File: src/hw/rtl/mlrs_pkg.sv
// shared types and constants for the multi-lamp rhythm sequencer
// no dependencies; imported by every module of the block
`default_nettype none

package mlrs_pkg;

	localparam int LAMPS_DEF      = 32;
	localparam int RHYTHMS_DEF    = 32;
	localparam int STEPS_DEF      = 16;
	localparam int MAX_TICK_LAMPS = 32;
	localparam int QDEPTH         = 2;

	typedef enum logic [1:0] {
		CMD_WSTEP = 2'd0,
		CMD_WLEN  = 2'd1,
		CMD_BIND  = 2'd2,
		CMD_TICK  = 2'd3
	} cmd_e_t;

	typedef struct packed {
		logic [1:0] command;
		logic [4:0] lamp_sel;
		logic [4:0] rhythm_sel;
		logic [3:0] step_sel;
		logic [7:0] step_color;
		logic [7:0] step_delay;
		logic [4:0] rhythm_length;
	} in_t;

	typedef struct packed {
		logic [4:0] lamp_id;
		logic [7:0] lamp_color;
		logic       last;
	} out_t;

	// classified command as it sits in the queue
	typedef struct packed {
		cmd_e_t     cmd;
		logic       ok;
		logic [4:0] lamp_sel;
		logic [4:0] rhythm_sel;
		logic [3:0] step_sel;
		logic [7:0] color;
		logic [7:0] delay;
		logic [4:0] length;
	} op_t;

	typedef struct packed {
		logic valid;
		op_t  op;
	} q_head_t;

	typedef enum logic [2:0] {
		ST_IDLE,
		ST_LRD,
		ST_TRD,
		ST_CMP,
		ST_COL,
		ST_END
	} back_state_t;

endpackage

`default_nettype wire

File: src/hw/rtl/mlrs_front.sv
// front end: takes commands, range-checks addresses, holds the active lamp count
// depends on mlrs_pkg
`default_nettype none

module mlrs_front #(
	parameter int LAMPS   = mlrs_pkg::LAMPS_DEF,
	parameter int RHYTHMS = mlrs_pkg::RHYTHMS_DEF,
	parameter int STEPS   = mlrs_pkg::STEPS_DEF
) (
	input  wire logic         clk,
	input  wire logic         arst_n,
	input  wire logic         start,
	input  wire mlrs_pkg::in_t item,
	output logic              busy,
	input  wire logic         cfg_we,
	input  wire logic [5:0]   cfg_wdata,
	output logic [5:0]        active_lamps,
	input  wire logic         q_full,
	output logic              q_push,
	output mlrs_pkg::op_t     q_op
);
	import mlrs_pkg::*;

	logic [5:0] active_lamps_q;
	logic       rh_ok;
	logic       st_ok;
	logic       lm_ok;
	cmd_e_t     cmd;

	always_ff @(posedge clk or negedge arst_n) begin
		if (!arst_n) begin
			active_lamps_q <= 6'd0;
		end else if (cfg_we) begin
			active_lamps_q <= cfg_wdata;
		end
	end

	assign active_lamps = active_lamps_q;
	assign busy         = q_full;
	assign q_push       = start && !q_full;

	assign cmd   = cmd_e_t'(item.command);
	assign rh_ok = 32'(item.rhythm_sel) < RHYTHMS;
	assign st_ok = 32'(item.step_sel) < STEPS;
	assign lm_ok = 32'(item.lamp_sel) < LAMPS;

	always_comb begin
		q_op.cmd        = cmd;
		q_op.lamp_sel   = item.lamp_sel;
		q_op.rhythm_sel = item.rhythm_sel;
		q_op.step_sel   = item.step_sel;
		q_op.color      = item.step_color;
		q_op.delay      = item.step_delay;
		q_op.length     = item.rhythm_length;
		unique case (cmd)
			CMD_WSTEP: q_op.ok = rh_ok && st_ok;
			CMD_WLEN:  q_op.ok = rh_ok;
			CMD_BIND:  q_op.ok = rh_ok && lm_ok;
			CMD_TICK:  q_op.ok = 1'b1;
			default:   q_op.ok = 1'b0;
		endcase
	end

endmodule

`default_nettype wire

File: config.mk
export PLATFORM = sky130hd
export DESIGN_NAME = mlrs_front
export DESIGN_NICKNAME = d
export VERILOG_FILES = /design/src/hw/rtl/mlrs_pkg.sv /design/src/hw/rtl/mlrs_front.sv
export SDC_FILE = /design/constraint.sdc
export NUM_CORES = 1
export LEC_CHECK = 0
export BUFFER_PORTS_ARGS = -buffer_cell sky130_fd_sc_hd__buf_2
export CORE_ASPECT_RATIO = 1.1
export CORE_MARGIN = 1
export CORE_UTILIZATION = 29
export CTS_CLUSTER_SIZE = 24
export DETAILED_ROUTE_END_ITERATION = 6
export GPL_TIMING_DRIVEN = 0
export MAX_ROUTING_LAYER = met4
export PLACE_DENSITY_LB_ADDON = 0.1
export SYNTH_ARGS = -nofsm -noshare
export SYNTH_HDL_FRONTEND = slang
export SYNTH_SLANG_ARGS = --single-unit
File: constraint.sdc
create_clock -name clk -period 1.1 [get_ports clk]
set_input_delay 0.11 -clock clk [delete_from_list [all_inputs] [get_ports clk]]
set_output_delay 0.11 -clock clk [all_outputs]
set_load 0.02 [all_outputs]
**Word level (Yosys, flattened, before mapping)**

Cells that the tools add are included.

- Flip-flop bits (word level): 6
- Bits of input ports: 48

- Reductions and logical operators: 4
- Muxes and demuxes: 1
- Equality and inequality tests: 3

Operators with widths:

| cell | count |
|---|---|
| 2-bit equality test (second input constant) | 2 |
| 4-bit OR reduction | 1 |
| 2-bit by 1-bit equality test with 1-bit output (second input constant) | 1 |
| 2-bit logical NOT | 1 |
| 1-bit logical AND | 1 |
| 1-bit logical NOT | 1 |
| 1-bit 2-to-1 mux | 1 |

**Depth between registers and ports, before layout**

- Depth after elaboration: 3
- Gate-level depth with buffers: 2

**Worst setup path before layout**

Ideal clock, no wire load.

- Path type: reg2reg
- Start: register, netlist name active_lamps[0]
- End: register active_lamps_q[0] (netlist: active_lamps[0])
- Clock period less this slack: 835 ps
- Buffers on the path: 0
- Stages on the path, launching flop included: 2
- Required time: 975 ps
- Setup slack: 265 ps
- Library setup time: 125 ps
- Arrival: 710 ps
- Cells stage by stage: dfrtp_1 > mux2_4

RTL lines:

| item | RTL line | source |
|---|---|---|
| end signal: assignment | mlrs_front.sv:34 | `active_lamps_q <= cfg_wdata;` |
| end: declaration | mlrs_front.sv:24 | `logic [5:0] active_lamps_q;` |

**Final worst setup path**

- Start: register active_lamps_q[5] (netlist: active_lamps[5])
- End: output port active_lamps[5]

RTL lines:

| item | RTL line | source |
|---|---|---|
| end: declaration | mlrs_front.sv:17 | `output logic [5:0] active_lamps,` |

No word-level cell between the ends.

==> qor.txt <==
Layout cells sized above 1 - 92.0%
Design area - 880 µm²
Sequential-to-total area share from yosys stat - 27.1%
Largest register FFs - 6
Total nets after synthesis - 102
CTS tree - done
Worst-path clk slew - 0.04 ns
Count of final hold-check violations - 0
Peak supply drop - 0.493 mV
Initial DRC count - 10
Total Routing Usage GR - 8.33%
Mean Syn Cell Area - 10.3 µm²
Die Y - 47.9 µm
Hold WS - 0.106 ns
Max Fanout on Critical Path - 2
Die area - 2090 µm²
Slew Limit Fails - 0
Post-CTS Setup Bufs - 0
Crit path cell chain - buf_2
Cts bufs inserted - 3
First-pass GRT wire length - 1.20 mm
GPL Wtd Cong - 0.579
Core area - 1780 µm²
1st-pass router iterations - 5
Fin crit share - 79.8%
Largest net degree at the start of global routing - 7
Violated checks - DRC
Synthesized area - 554 µm²
PD cells - 952 nW/µm²
# clock sinks - 6
CP max stage delay - 0.37 ns
Yosys warns - 0
# hold bufs at CTS - 1
Vias/cell - 3.81
Routed len/inst - 8.06 µm
Initial antenna violation count - 0
# port buffers - 54
# setup viols final - 0
Die W - 43.7 µm
Vias in the first global route - 317
CP delay by family, top - flip-flops
Resized cells post-CTS - 0
Clk buf depth - 2
Setup tns final - 0 ns
Number of remaining DRC errors - 8
RSZ-0062 raised after global routing - false
Vias post-DR - 495
# fillers - 172
Area Growth Syn to Fin - 58.7%
Initial Utilization - 31.1%
Routed WL - 1.05 mm
CTS root buffer - clkbuf_4
Reg area - 150 µm²
Min-Delay Path Class - in -> reg
Cells after synthesis - 54
#FFs+latches synth - 6
Multi-input gate area - 100 µm²
Diodes inserted - 0
Total power - 0.000838 W
WP data arrival - 0.77 ns
Leakage - 0.549 nW
Clk_skew - 0 ns
Fmax - 1140 MHz
Clk_lat worst skew - 0.23 ns
Nets - 162
Critical path startpoint category - flip-flop
Setup CP Type - reg -> out
Worst path slowest cell - dfrtp_1
Number of top-level pins - 94
CP required - 0.99 ns
GRT overflow - 0
Cell variety after synth - 6
Crit path capture type - output port
MaxCap Viol Count - 0
Post-route ant nets - 0
Post-DP Area - 847 µm²
Outcome - finished, violations left
# rows - 16
Fin crit period - 0.878 ns
WP buf/inv - 1
H-Tree Level Count - 1
## power breakdown
group / internal [W] / leakage [nW] / switching (W)
Combinational: 0.000201 / 0.465 / 0.000193
Clock: 0.000123 / 0.0138 / 0.0000670
Sequential: 0.000244 / 0.0702 / 0.0000102
Total: 0.000567 / 0.549 / 0.000270
## cell usage in the layout (no fill, tap or decap)
cell           count
buf_2             54
buf_4             39
mux2_4             6
dfrtp_1            6
clkbuf_4           3
nor2b_1            1
buf_6              1
conb_1             1
dlygate4sd3_1      1
## stage by stage
stage               worst slack, ns  instances  util [%]
global route                  0.186        130      49.4
global placement              0.355        126      47.5
floorplan                     0.265         54         -
finish                        0.222        130      49.4
CTS                           0.201        130      49.4
detailed placement            0.347        126      47.5
## cell families after synthesis
kind of cell | share of synthesized area (%)
buffers and inverters | 54.9
and+or+nand+nor | 1.13
other | 0.677
DFF | 27.1
muxes | 16.3
## synth_stat cells
library cell   n  share of area, %
buf_6          1               2.0
buf_4         39                53
dfrtp_1        6                27
conb_1         1              0.68
mux2_4         6                16
nor2b_1        1               1.1
## final timing paths
kind / from / endpoint / slack, ns / depth (start not counted)
worst max-delay path: active_lamps[5] / active_lamps[5] / 0.22 / 1
worst min-delay path: cfg_wdata[5] / active_lamps[5] / 0.11 / 2
worst max register to register: active_lamps[5] / active_lamps[5] / 0.35 / 1
worst min register to register: active_lamps[2] / active_lamps[2] / 0.50 / 1
max in group asynchronous: arst_n / active_lamps[3] / 0.73 / 2
min in group asynchronous: arst_n / active_lamps[1] / 0.23 / 2
## area by class of cell
cell class,count,share of cell area (%)
clock buffer,3,2.56
buffer,40,34.6
sequential,6,17.1
multi-input combinational,8,11.4
tap,18,2.56
timing repair buffer,55,31.9
## per-layer routing
metal / vias to the layer above / wire (µm) / global-route usage (%)
li1: 243 / - / -
met1: 198 / 355 / 9.09
met2: 54 / 472 / 12.8
met3: 0 / 221 / 4.15
met4: 0 / 0 / 3.75
met5: - / 0 / -
Note: power is estimated with default switching activity, not from simulation.
