`config.mk`:
```
export PLATFORM = sky130hd
export DESIGN_NAME = mlrs_queue
export DESIGN_NICKNAME = d
export VERILOG_FILES = /design/src/hw/rtl/mlrs_pkg.sv /design/src/hw/rtl/mlrs_queue.sv
export SDC_FILE = /design/constraint.sdc
export NUM_CORES = 1
export LEC_CHECK = 0
export BUFFER_PORTS_ARGS = -buffer_cell sky130_fd_sc_hd__buf_2
export CAP_MARGIN = 20
export CORE_MARGIN = 3
export CORE_UTILIZATION = 55
export CTS_CLUSTER_SIZE = 14
export DETAILED_ROUTE_END_ITERATION = 12
export PLACE_DENSITY_LB_ADDON = 0.15
export SYNTH_ARGS = -nofsm -noshare
export SYNTH_HDL_FRONTEND = slang
export SYNTH_SLANG_ARGS = --single-unit
export TNS_END_PERCENT = 10
```
`constraint.sdc`:
```
create_clock -name clk -period 6.5 [get_ports clk]
set_input_delay 0 -clock clk [delete_from_list [all_inputs] [get_ports clk]]
set_output_delay 0 -clock clk [all_outputs]
set_load 0.02 [all_outputs]
```
`src/hw/rtl/mlrs_pkg.sv`:
```
// shared types and constants for the multi-lamp rhythm sequencer
// no dependencies; imported by every module of the block
`default_nettype none

package mlrs_pkg;

	localparam int LAMPS_DEF      = 32;
	localparam int RHYTHMS_DEF    = 32;
	localparam int STEPS_DEF      = 16;
	localparam int MAX_TICK_LAMPS = 32;
	localparam int QDEPTH         = 2;

	typedef enum logic [1:0] {
		CMD_WSTEP = 2'd0,
		CMD_WLEN  = 2'd1,
		CMD_BIND  = 2'd2,
		CMD_TICK  = 2'd3
	} cmd_e_t;

	typedef struct packed {
		logic [1:0] command;
		logic [4:0] lamp_sel;
		logic [4:0] rhythm_sel;
		logic [3:0] step_sel;
		logic [7:0] step_color;
		logic [7:0] step_delay;
		logic [4:0] rhythm_length;
	} in_t;

	typedef struct packed {
		logic [4:0] lamp_id;
		logic [7:0] lamp_color;
		logic       last;
	} out_t;

	// classified command as it sits in the queue
	typedef struct packed {
		cmd_e_t     cmd;
		logic       ok;
		logic [4:0] lamp_sel;
		logic [4:0] rhythm_sel;
		logic [3:0] step_sel;
		logic [7:0] color;
		logic [7:0] delay;
		logic [4:0] length;
	} op_t;

	typedef struct packed {
		logic valid;
		op_t  op;
	} q_head_t;

	typedef enum logic [2:0] {
		ST_IDLE,
		ST_LRD,
		ST_TRD,
		ST_CMP,
		ST_COL,
		ST_END
	} back_state_t;

endpackage

`default_nettype wire

```
`src/hw/rtl/mlrs_queue.sv`:
```
// short command queue between front end and executor
// depends on mlrs_pkg
`default_nettype none

module mlrs_queue (
	input  wire logic          clk,
	input  wire logic          arst_n,
	input  wire logic          push,
	input  wire mlrs_pkg::op_t op,
	output logic               full,
	input  wire logic          pop,
	output mlrs_pkg::q_head_t  head
);
	import mlrs_pkg::*;

	localparam int PW = (QDEPTH > 1) ? $clog2(QDEPTH) : 1;
	localparam int CW = PW + 1;

	op_t           slot_q [QDEPTH];
	logic [PW-1:0] wptr_q;
	logic [PW-1:0] rptr_q;
	logic [CW-1:0] cnt_q;
	logic          do_pop;

	assign full       = cnt_q == CW'(QDEPTH);
	assign do_pop     = pop && (cnt_q != '0);
	assign head.valid = cnt_q != '0;
	assign head.op    = slot_q[rptr_q];

	always_ff @(posedge clk) begin
		if (push) begin
			slot_q[wptr_q] <= op;
		end
	end

	always_ff @(posedge clk or negedge arst_n) begin
		if (!arst_n) begin
			wptr_q <= '0;
			rptr_q <= '0;
			cnt_q  <= '0;
		end else begin
			if (push) begin
				wptr_q <= (wptr_q == PW'(QDEPTH - 1)) ? '0 : wptr_q + PW'(1);
			end
			if (do_pop) begin
				rptr_q <= (rptr_q == PW'(QDEPTH - 1)) ? '0 : rptr_q + PW'(1);
			end
			if (push && !do_pop) begin
				cnt_q <= cnt_q + CW'(1);
			end else if (do_pop && !push) begin
				cnt_q <= cnt_q - CW'(1);
			end
		end
	end

endmodule

`default_nettype wire

```
* Yosys cells after proc, flatten, opt, wreduce, memory -nomap -nowiden *
Memory sizes are Yosys's and may differ from the RTL's.
Cells that the tools add are included.

storage, ports and cells
  register bits = 4
  bits in latches = 0
  bits in writable memories = 76
  ROM bits = 0
  output and inout bits = 40
  word-level logic and storage cells = 22
  memories kept = 1

cells by class
  $add $sub $neg = 4
  $mul = 0
  divide/modulo/power cells = 0
  $lt $le $gt $ge = 0
  eq/ne operators = 1
  shift-type cells = 0
  multiplexer cells = 6
  bitwise gates (word level) = 0
  reductions and logical operators = 7

memory list
  memory  depth  width  rd ports  clocked after memory_dff  wr ports  RTL line          text
  slot_q  2      38     1         0                         1         mlrs_queue.sv:19  op_t slot_q [QDEPTH];

operators with widths
  operator             count
  $mux 1               4
  $mux 2               2
  $reduce_bool 2->1    2
  $logic_and 1x1->1    3
  $add 1x1->1 const B  2
  $add 2x1->2 const B  1
  $eq 2x2->1 const B   1
  $logic_not 1->1      2
  $sub 2x1->2 const B  1

* Depth between registers and ports, before layout *
Gate-level depths: netlist (run 1).

  word-level depth = 5
  gate-level depth with buffers = 6
  mapped depth without buffers = 6

* Least setup slack after synthesis (run 1) *
OpenSTA, ideal clock, no wires.

  path kind = register to register
  start point = register wptr_q
  end point = memory slot_q[0][0] in the netlist's numbering (enable)
  setup time = 0.438 ns
  data arrival time = 2.105 ns
  data required time = 6.062 ns
  slack = 3.957 ns
  cell stages (with the launch flop) = 2
  clock period less this slack = 2.543 ns
  cells stage by stage = dfrtp_1 nor2b_1

RTL lines
  item                      RTL line          text
  start: declaration        mlrs_queue.sv:20  logic [PW-1:0] wptr_q;
  start signal: assignment  mlrs_queue.sv:43  wptr_q <= (wptr_q == PW'(QDEPTH - 1)) ? '0 : wptr_q + PW'(1);
  end: declaration          mlrs_queue.sv:19

No word-level cell before the write port.

==> results.cfg, run 1 <==
[global_routing]
antenna_found_initial = 0
first_global_vias = 1712
globalRouteOverflowTotal = 0
grt_pass1_wl_um = 8110
grt_use_total_pct = 17.8
grt_max_degree = 40

[place]
port_buffers = 81
place_ws_ns = 4.82
place_congestion = 0.654
dpl.cell_count = 281

[worst_setup_path]
critical_path.endpoint_type = output port
critPathBufInv = 1
critPathKind = reg2out
cp_max_fo = 39
crit_required_ns = 6.50
path_delay_family = flip-flops
ff2ff_setup_slack_ns = 4.93
startpoint_type = flip-flop
cp_slowest_cell = dfrtp_2
critPathMaxStageDelay_ns = 1.00
crit_chain = mux2_2 -> buf_2
arrival_ns = 1.94

[sta]
maxSlewViolCount = 0
slew_headroom_pct = 36.1
fin_setup_tns_ns = 0
fin_crit_ns = 1.94
final_hold_viol_count = 0
worst_pin_slew_ns = 0.958
period_share_pct = 29.9
fin_skew_ns = 0.00725
setup_ws_ns = 4.56
finalSetupViolCount = 0
max_freq_mhz = 514
rsz0062_at_grt = no
hold_slack_ns = 0.387

[yosys]
synth.distinct_cells = 15
synth_seq_area_share_pct = 80.0
synth.area.top_cells = edfxtp_1 77%, mux2_2 11%, mux2_4 5.0%, dfrtp_1 3.4%, xor2_1 0.88%
synthesis.nets = 177
synth_top_cell_by_area = edfxtp_1
syn_inst = 134
yosysWarningCount = 0
synth_top_cell_area_share_pct = 76.6
avgSynthCellArea_um2 = 22.2
syn-cell-area_um2 = 2980
synth_seq_cells = 80

[clock_tree]
clk-insertion-delay-late_ns = 0.34
htree_num_levels = 3
cts-buffers-inserted = 9
cts_root_buf = clkbuf_8
cts_tree = done
cts_resized = 0
cts_hold_buf = 42
clk_path_buf_depth = 2
clk_pin_slew_ns = 0.08
cts.sinks = 80
post_cts_buffers = 0

[flow_run]
maxCapViolCount = 0

[finish]
multiInputGateArea_um2 = 563
fillers = 271
instances_no_fill = 339
drive_gt1_share_pct = 50.6
antenna_cells = 0
area.growth.synth_to_final_pct = 37.1
fin_nets = 308
regArea_um2 = 2380

[drt]
drt-initial-drc-count = 55
drcViolationCount = 0
via_per_inst = 4.81
wl_per_cell_um = 15.8
drtPass1Iterations = 4
ant_nets = 0
routed_wl_um = 5370
num_vias = 1630

[floorplanning]
ios = 82
die_area_um2 = 6330
start_util_pct = 57.6
core-area_um2 = 5170
placementRows = 26
die_h_um = 79.6
die_x_um = 79.6

[hold_path]
hold_class = in2reg

[pwr]
ir_worst_vdd_mv = 0.278
power.density_nw_per_um2 = 409
p_total_uw = 1670
leakage_uw = 0.00160

[outcome]
status = completed
per-layer routing:
layer  GRT usage (%)  vias to the layer above  wire length, um  share of wire [%]
met3            4.63                       13              315                5.9
met5               0                        -                0                  0
met4            10.5                        0              111                2.1
met2            30.8                       62             2830                 53
li1                -                      782                -                  -
met1            19.7                      773             2110                 39
through the flow:
step | utilization [%] | instance area, um2
after CTS | 78.5 | 4060
after detailed placement | 66.5 | 3440
final | 78.9 | 4080
after global routing | 78.9 | 4080
after floorplan | - | 2980
after global placement | 66.5 | 3440
state kept, by name, summed over array words and instances (netlist names):
signal	flops
cnt_q	2
slot_q	76
rptr_q	1
wptr_q	1
where the power goes:
part	leakage [uW]	internal, uW	switching, uW	total, uW
clock	0.000103	213	159	372
combinational	0.000740	247	281	528
sequential	0.000759	687	82.2	769
total	0.00160	1150	522	1670
cell usage after synthesis, drive strengths merged:
library cell and number:
dfrtp 4, mux2 38, buf 4, nor2b 2, or2 1, nor2 1
and2 1, xnor2 2, xor2 3, edfxtp 76, nand2 1, ha 1
final timing paths:
check / start / endpoint / depth (start not counted)
max in group asynchronous: arst_n / rptr_q / 3
worst max register to register: wptr_q / slot_q[1][14] / 1
min in group asynchronous: arst_n / wptr_q / 3
worst max-delay path: rptr_q / head[9] / 2
worst min register to register: cnt_q[1] / cnt_q[1] / 1
worst min-delay path: op[33] / slot_q[0][33] / 2
cell families (layout without fill, tap and decap cells):
family	count (synthesis)	in the layout	synth area share, %
DFF	80	80	80.0
buffers and inverters	4	139	1.39
adders and majority gates	1	1	0.420
xor gates and xnor gates	5	5	1.47
and+or+nand+nor	6	6	1.09
muxes	38	38	15.6
placed cells by master, fill, tap and decap left out:
cell	n
and2_2	1
buf_12	1
buf_2	81
bufinv_16	2
clkbuf_1	2
clkbuf_8	9
clkinv_2	2
dfrtp_1	3
dfrtp_2	1
dlygate4sd3_1	42
edfxtp_1	76
ha_1	1
mux2_2	28
mux2_4	10
nand2_1	1
nor2_1	1
nor2b_1	1
nor2b_4	1
or2_1	1
xnor2_1	2
xor2_1	3
layout make-up:
type,count,area share [%]
clock buffers,11,3.22
repair buffers,124,20.7
clock inverters,4,1.72
flip-flops and latches,80,58.4
well taps,70,2.15
multi-input cells,50,13.8
(Power assumes the default switching activity.)
==> run 2: changes to the inputs <==
--- a/config.mk
+++ b/config.mk
@@ -8,7 +8,7 @@
 export BUFFER_PORTS_ARGS = -buffer_cell sky130_fd_sc_hd__buf_2
 export CAP_MARGIN = 20
 export CORE_MARGIN = 3
-export CORE_UTILIZATION = 55
+export CORE_UTILIZATION = 51
 export CTS_CLUSTER_SIZE = 14
 export DETAILED_ROUTE_END_ITERATION = 12
 export PLACE_DENSITY_LB_ADDON = 0.15
==> constraint.sdc (replaced) <==
create_clock -name clk -period 1.8 [get_ports clk]
set_input_delay 0 -clock clk [delete_from_list [all_inputs] [get_ports clk]]
set_output_delay 0 -clock clk [all_outputs]
set_load 0.02 [all_outputs]
==> results.cfg, run 2 (synthesis gave the netlist of run 1 again) <==
[global_routing]
grt_max_degree = 40
antenna_found_initial = 0
globalRouteOverflowTotal = 0
grt_use_total_pct = 15.8
grt_pass1_wl_um = 7740
first_global_vias = 1680

[clock_tree]
htree_num_levels = 3
cts-buffers-inserted = 9
cts_tree = done
clk_pin_slew_ns = 0.08
cts_resized = 0
cts_root_buf = clkbuf_8
cts.sinks = 80
clk-insertion-delay-late_ns = 0.32
clk_path_buf_depth = 2

[pwr]
leakage_uw = 0.00160
p_total_uw = 5800
power.density_nw_per_um2 = 1420
ir_worst_vdd_mv = 0.929

[worst_setup_path]
worstSetupPathDepth = 3
ff2ff_setup_slack_ns = 0.34
arrival_ns = 1.51
rr_worst_depth = 5
rr_endpoint = cnt_q[1]
cp_max_fo = 39
crit_required_ns = 1.80
critical_path.endpoint_type = output port
crit_chain = buf_12 -> mux2_2 -> buf_2
path_delay_family = buffers and inverters
critPathBufInv = 2
startpoint_type = flip-flop
startpoint = rptr_q
critPathKind = reg2out
critPathMaxStageDelay_ns = 0.38
cp_slowest_cell = dfrtp_2
endpoint = head[36]
r2r-start = cnt_q[0]

[floorplanning]
die_area_um2 = 6790
start_util_pct = 53.4
placementRows = 27
core-area_um2 = 5570
die_x_um = 82.4
die_h_um = 82.4
ios = 82

[finish]
fillers = 351
instances_no_fill = 344
fin_nets = 310
final_common_cell = buf_2
multiInputGateArea_um2 = 563
regArea_um2 = 2380
top_register = slot_q
drive_gt1_share_pct = 51.5
antenna_cells = 0
largest_register_ffs = 76
area.growth.synth_to_final_pct = 37.2
layout_common_cells = 81 x buf_2, 76 x edfxtp_1, 42 x dlygate4sd3_1
reg_top3 = slot_q x76, cnt_q x2

[drt]
num_vias = 1612
drt-initial-drc-count = 76
via_per_inst = 4.69
wl_per_cell_um = 14.8
routed_wl_um = 5100
ant_nets = 0
drcViolationCount = 0
drtPass1Iterations = 2

[sta]
fin_setup_tns_ns = 0
fin_crit_ns = 1.51
period_share_pct = 84.0
maxSlewViolCount = 0
max_freq_mhz = 661
fin_skew_ns = 0.00526
final_hold_viol_count = 0
worst_pin_slew_ns = 0.244
finalSetupViolCount = 0
rsz0062_at_grt = no
slew_headroom_pct = 83.7

[place]
dp_hpwl_um = 3170
place_congestion = 0.603
dpl.cell_count = 286
port_buffers = 81

[hold_path]
hold_class = in2reg

[outcome]
status = completed

[flow_run]
maxCapViolCount = 0
## run 2: changes by cell type in the layout (fill, tap and decap cells not counted)
cell	delta
clkinvlp_4	+1
clkinv_2	+2
clkbuf_1	-1
buf_12	+2
bufinv_16	-2
clkinv_4	+1
## run 2: layout make-up
| cell class | instances | area share (%) |
|---|---|---|
| sequential | 80 | 58.3 |
| timing repair buffer | 126 | 21.7 |
| multi-input combinational | 50 | 13.8 |
| clock buffer | 10 | 3.12 |
| tap | 72 | 2.20 |
| clock inverter | 6 | 0.888 |
## run 2: how the worst min path moves through the flow
stage | slack (ns) | startpoint | cells after the start | end
2_1_floorplan | -0.30 | arst_n | 0 | cnt_q[0]
6_report | 0.39 | op[15] | 2 | slot_q[1][15]
5_1_grt | 0.38 | op[16] | 2 | slot_q[1][16]
4_1_cts | 0.37 | op[36] | 2 | slot_q[1][36]
3_5_place_dp | -0.19 | arst_n | 1 | wptr_q
3_3_place_gp | -0.19 | arst_n | 1 | cnt_q[1]
## run 2: stage by stage
step	cell area, um2	utilization (%)	hold slack [ns]	setup slack [ns]
final	4090	73.3	0.394	0.288
after floorplan	2990	-	-0.296	0.0469
after global routing	4090	73.3	0.384	0.215
after detailed placement	3500	62.8	-0.193	0.358
after global placement	3500	62.8	-0.194	0.442
after CTS	4090	73.3	0.372	0.276
## run 2: layer usage
layer / track usage (%) / wire [um]
met2: 27.6 / 2730
met1: 18.1 / 2030
met4: 6.98 / 43
met3: 4.34 / 288
met5: 0 / 0
## run 2: where the power goes
group	internal [uW]	switching (uW)
logic	949	1170
clock network	493	587
registers	2480	121
total	3920	1880
## run 2: worst reg2reg max path: stages, from the launching register on
cell and delay [ns]:
dfrtp_1 0.44, or2_1 0.27, nand2_1 0.12, ha_1 0.26, nor2_1 0.15, xor2_1 0.15
## run 2: what timing repair did
action / 4_1_cts / 5_1_grt
hold buffers: 42 / 0
endpoints found under the hold margin: 82 / 0
setup buffers: 0 / 0
